==> config.mk <==
export PLATFORM = sky130hd
export DESIGN_NAME = v3mu_queue
export DESIGN_NICKNAME = d
export VERILOG_FILES = /design/src/design/v3mu_pkg.sv /design/src/design/v3mu_queue.sv
export VERILOG_INCLUDE_DIRS = /design/src /design/src/design
export SDC_FILE = /design/constraint.sdc
export NUM_CORES = 1
export LEC_CHECK = 0
export BUFFER_PORTS_ARGS = -buffer_cell sky130_fd_sc_hd__buf_4
export CORE_MARGIN = 2
export CORE_UTILIZATION = 40
export DETAILED_ROUTE_END_ITERATION = 8
export GPL_ROUTABILITY_DRIVEN = 0
export GPL_TIMING_DRIVEN = 0
export REMOVE_ABC_BUFFERS = 1
export SLEW_MARGIN = 20
export SYNTH_ARGS = -nofsm -noshare
export SYNTH_HDL_FRONTEND = slang
export SYNTH_SLANG_ARGS = --single-unit
export TNS_END_PERCENT = 50
==> constraint.sdc <==
create_clock -name clk -period 21.3 [get_ports clk]
set_input_delay 3.195 -clock clk [delete_from_list [all_inputs] [get_ports clk]]
set_output_delay 3.195 -clock clk [all_outputs]
set_load 0.01 [all_outputs]
==> src/design/vec3_math_unit_assert.svh <==
// ----------------------------------------------------------------------------
// vec3_math_unit assertion macros
// Concurrent assertion wrappers; they compile to nothing under SYNTHESIS.
// ----------------------------------------------------------------------------
`ifndef VEC3_MATH_UNIT_ASSERT_SVH
`define VEC3_MATH_UNIT_ASSERT_SVH
`ifndef SYNTHESIS
// condition holds at every clock edge out of reset
`define V3MU_ASSERT_NOW(lbl, cond, msg) \
  lbl: assert property (@(posedge clk) disable iff (rst) (cond)) else $error(msg);
// antecedent implies consequent in the next cycle
`define V3MU_ASSERT_NEXT(lbl, ante, cons, msg) \
  lbl: assert property (@(posedge clk) disable iff (rst) (ante) |=> (cons)) else $error(msg);
`else
`define V3MU_ASSERT_NOW(lbl, cond, msg)
`define V3MU_ASSERT_NEXT(lbl, ante, cons, msg)
`endif
`endif

==> src/design/v3mu_pkg.sv <==
// ----------------------------------------------------------------------------
// v3mu_pkg
// Shared types and constants of the three-component vector unit.
// ----------------------------------------------------------------------------
package v3mu_pkg;

  // fixed point format
  localparam int FRAC_BITS = 16;
  // quotient bits of a normalized component (magnitude never exceeds one)
  localparam int QW = FRAC_BITS + 1;
  // square root steps over a 64-bit radicand, one result bit each
  localparam int SQ_STAGES = 32;

  // queue between front and back
  localparam int QDEPTH = 4;
  localparam int QAW = $clog2(QDEPTH);

  // command codes
  localparam logic [3:0] CMD_ADD    = 4'd0;
  localparam logic [3:0] CMD_SUB    = 4'd1;
  localparam logic [3:0] CMD_MUL    = 4'd2;
  localparam logic [3:0] CMD_SCALE  = 4'd3;
  localparam logic [3:0] CMD_CROSS  = 4'd4;
  localparam logic [3:0] CMD_DOT    = 4'd5;
  localparam logic [3:0] CMD_LEN_SQ = 4'd6;
  localparam logic [3:0] CMD_LEN    = 4'd7;
  localparam logic [3:0] CMD_NORM   = 4'd8;

  // decoded operation
  typedef enum logic [3:0] {
    OP_ADD, OP_SUB, OP_MUL, OP_SCALE, OP_CROSS,
    OP_DOT, OP_LEN_SQ, OP_LEN, OP_NORM, OP_NONE
  } op_e;

  typedef struct packed {
    logic        [3:0]  command;
    logic signed [31:0] a_x;
    logic signed [31:0] a_y;
    logic signed [31:0] a_z;
    logic signed [31:0] b_x;
    logic signed [31:0] b_y;
    logic signed [31:0] b_z;
    logic signed [31:0] scale_factor;
  } in_item_t;

  typedef struct packed {
    logic signed [31:0] r_x;
    logic signed [31:0] r_y;
    logic signed [31:0] r_z;
    logic signed [31:0] scalar_out;
    logic               overflow;
  } out_item_t;

  // queue entry: classified item
  typedef struct packed {
    op_e                op;
    logic signed [31:0] a_x;
    logic signed [31:0] a_y;
    logic signed [31:0] a_z;
    logic signed [31:0] b_x;
    logic signed [31:0] b_y;
    logic signed [31:0] b_z;
    logic signed [31:0] s;
  } work_t;

endpackage

==> src/design/v3mu_queue.sv <==
// ----------------------------------------------------------------------------
// v3mu_queue
// Small FIFO that decouples the front from the execution pipeline.
// ----------------------------------------------------------------------------
`include "vec3_math_unit_assert.svh"

module v3mu_queue (
  input  logic             clk,
  input  logic             rst,
  input  logic             push,
  input  v3mu_pkg::work_t  push_data,
  output logic             full,
  input  logic             pop,
  output v3mu_pkg::work_t  pop_data,
  output logic             empty
);

  v3mu_pkg::work_t                mem [v3mu_pkg::QDEPTH];
  logic [v3mu_pkg::QAW-1:0]       wr_ptr;
  logic [v3mu_pkg::QAW-1:0]       rd_ptr;
  logic [v3mu_pkg::QAW:0]         count;

  assign full     = count == (v3mu_pkg::QAW+1)'(v3mu_pkg::QDEPTH);
  assign empty    = count == '0;
  assign pop_data = mem[rd_ptr];

  // pointers and fill count
  always_ff @(posedge clk) begin
    if (rst) begin
      wr_ptr <= '0;
      rd_ptr <= '0;
      count  <= '0;
    end else begin
      if (push) wr_ptr <= wr_ptr + 1'b1;
      if (pop)  rd_ptr <= rd_ptr + 1'b1;
      case ({push, pop})
        2'b10:   count <= count + 1'b1;
        2'b01:   count <= count - 1'b1;
        default: count <= count;
      endcase
    end
  end

  // entry storage
  always_ff @(posedge clk) begin
    if (push) mem[wr_ptr] <= push_data;
  end

  `V3MU_ASSERT_NOW(a_no_overrun, !(push && full), "push into full queue")
  `V3MU_ASSERT_NOW(a_no_underrun, !(pop && empty), "pop from empty queue")
  `V3MU_ASSERT_NOW(a_count_range, count <= (v3mu_pkg::QAW+1)'(v3mu_pkg::QDEPTH), "count too big")
  `V3MU_ASSERT_NEXT(a_count_up, push && !pop, count == $past(count) + 1, "count not raised")

endmodule

==> flow_summary_export.csv <==
group,metric,value,unit
global_route,first_global_vias,15818,
detailed_routing,ant_nets,0,
critical_path,critPathMostFrequentCell,"buf_16",
critical_path,path_cells,"buf_12, buf_16, buf_16, mux4_2, buf_4",
floorplan,die_x,294,um
timing,relSlewSlack,0.690,
synth,synth_cell_types,22,
synth,yosysWarningCount,0,
critical_path,crit_arrival,2.86,ns
timing,hold_slack,0.524,ns
job,cap_violations,0,
power_and_ir_drop,switching_share,0.219,
synth,ys_ff_latch,921,
critical_path,cp_max_fo,30,
critical_path,cp_slowest_cell,"dfxtp_4",
clock_tree,clockBufferDepth,3,
cells_and_area,fillers,6601,
synth,synth_top_area_cell,"edfxtp_1",
power_and_ir_drop,ir_worst_vdd,0.0000779,V
clock_tree,cts_setup_buffers,0,
critical_path,rrSetupSlack,19.06,ns
synth,avgSynthCellArea,27.1,um2
placed_design,port_buffers,461,
critical_path,cp.depth,5,
clock_tree,path_clk_slew,0.06,ns
global_route,grt_util_met1,0.190,
detailed_routing,drt_wl_total,67900,um
placed_design,dpl_worst_slack,15.82,ns
detailed_routing,first_iter_violations,794,
timing,rsz0062_at_grt,"no",
global_route,busiest_layer,"met2",
clock_tree,cts_buffers,96,
critical_path,path_delay_family,"buffers and inverters",
floorplan,rows,106,
critical_path,endpoint,"pop_data[59]",
timing,skew,0.0257,ns
clock_tree,h-tree-depth,3,
synth,synth.most_common_cell,"edfxtp_1",
timing,period_share,0.284,
critical_path,worstSetupStartpointType,"flip-flop",
synth,synth_edf_count,912,
floorplan,core_area,0.0834,mm2
synth,synth_ff_type,"edfxtp_1",
clock_tree,hold_buffers,0,
timing,min_period,6.06,ns
clock_tree,cts.sinks,921,
cells_and_area,fin_area,0.0420,mm2
synth,synth_cells,1238,
synth,synth_area,0.0336,mm2
cells_and_area,final_util,0.503,
critical_path,slowest_delay,0.62,ns
floorplan,num_io_pins,462,
timing,finalSetupTns,0,ns
power_and_ir_drop,power_frac_comb,0.107,
synth,synth_common_cells,"edfxtp_1 (912), mux4_2 (228), buf_12 (24), buf_2 (23), dfxtp_1 (9)",
placed_design,post-dp-hpwl,42800,um
floorplan,start_util,0.403,
detailed_routing,vias_per_cell,5.03,
critical_path,worstReg2RegEnd,"mem[2][63]",
power_and_ir_drop,p_sw,0.922,mW
synth,async_flop_share,0,
power_and_ir_drop,p_seq_frac,0.499,
clock_tree,cts_resized,0,
global_route,grt_antenna_before_repair,7,
critical_path,r2r_cells,6,
power_and_ir_drop,power.density,100,mW/mm2
synth,synth-seq-area-share,0.821,
placed_design,post_dp_cell_area,0.0388,mm2
critical_path,cp-end-kind,"primary output",
power_and_ir_drop,leakage,14.0,nW
run_status,status,"finished clean",
critical_path,rr_startpoint,"wr_ptr[0]",
detailed_routing,drt_pass1_iterations,4,
floorplan,die_h,294,um
cells_and_area,area_growth,24.9,%
cells_and_area,drive_gt1_frac,0.468,
clock_tree,clk_latency,0.63,ns
timing,fmax,0.165,GHz
timing,setup_slack,15.24,ns
detailed_routing,drc,0,
critical_path,required,18.11,ns
power_and_ir_drop,p_int,3.29,mW
critical_path,path_buf_inv,4,
clock_tree,cts_tree,"built",
critical_path,critical_path_class,"reg2out",
synth,synth.area.top_cells,"edfxtp_1 (82%), mux4_2 (15%), buf_12 (1.4%), dfxtp_1 (0.54%), buf_2 (0.34%)",
timing,maxSlewViolCount,0,
timing,hold_viol,0,
clock_tree,cts_root_buffer,"clkbuf_16",
global_route,grt_util_met2,0.266,
global_route,grt_usage,0.157,
global_route,grt_max_degree,45,
cells_and_area,layout.nets,2021,
power_and_ir_drop,pwr-share-clk,0.394,
floorplan,die_area,0.0863,mm2
global_route,met3_usage,0.0493,
timing,setup_violations,0,
detailed_routing,wl_per_cell,23.0,um
timing,worstMarginPinSlew,0.466,ns
min_path,hold_path_class,"reg2reg",
detailed_routing,via_count,14820,
global_route,grt_overflow_total,0,
synth,synth_top_area_share,0.815,
global_route,grt_pass1_wl,101000,um
[worst min-delay path, stage by stage, from the launching register on]
cell     delay, ns
dfxtp_1       0.33
o21ai_0       0.08
a21oi_1       0.06
[placed cells by master, fill, tap and decap left out, drive strengths merged, types with 5 or more instances in the layout]
master    instances
ha                5
edfxtp          912
mux4            228
inv              11
clkinvlp          7
clkbuf          111
clkinv           46
dfxtp             9
bufinv           11
nor2              8
buf             499
[cell type report]
type | count | area [um2] | share of cell area
diodes | 4 | 10.0 | 0.000239
clock buffers | 111 | 2480 | 0.0591
clock inverters | 69 | 714 | 0.0170
inverters | 6 | 22.5 | 0.000537
multi-input cells | 259 | 5370 | 0.128
flip-flops and latches | 921 | 27600 | 0.657
well taps | 1080 | 1350 | 0.0322
repair buffers | 499 | 4440 | 0.106
[power by group through the flow]
stage	clock [mW]	sequential, mW	combinational, mW
3_3_place_gp	0	2.22	0.483
3_5_place_dp	0	2.14	0.463
4_1_cts	1.71	2.10	0.464
5_1_grt	1.77	2.11	0.484
2_1_floorplan	0	2.18	0.228
6_report	1.66	2.10	0.450
[registers in the layout, summed over array words and instances (netlist names), named ones only]
signal and cells:
mem 912, rd_ptr 2, count 3, wr_ptr 2
[layer usage]
| metal | wire [um] | share of wire |
|---|---|---|
| met1 | 26100 | 0.38 |
| met2 | 35100 | 0.52 |
| met3 | 4830 | 0.071 |
| met4 | 1820 | 0.027 |
| met5 | 39 | 0.00057 |
[cells by family after synthesis]
kind of cell,count (synthesis),share of synthesized area
adders and majority gates,6,0.00246
buffers and inverters,58,0.0195
xor gates and xnor gates,5,0.00130
and+or+nand+nor,16,0.00227
AOI/OAI and AO/OA,3,0.000447
muxes,229,0.153
DFF,921,0.821
[metrics by stage]
| stage | total power [mW] | cells |
|---|---|---|
| 4_1_cts | 4.27 | 2945 |
| 3_3_place_gp | 2.70 | 2727 |
| 6_report | 4.21 | 2949 |
| 2_1_floorplan | 2.41 | 1186 |
| 3_5_place_dp | 2.61 | 2765 |
| 5_1_grt | 4.36 | 2949 |
[worst min path at each step]
stage	from	endpoint	slack, ns	cells past startpoint
5_1_grt	count[2]	count[2]	0.55	2
3_3_place_gp	count[2]	count[2]	0.49	2
6_report	count[2]	count[2]	0.52	2
2_1_floorplan	count[2]	count[2]	0.46	2
4_1_cts	count[2]	count[2]	0.52	2
3_5_place_dp	count[2]	count[2]	0.51	2
No activity file was read; power rests on OpenSTA's default activity.
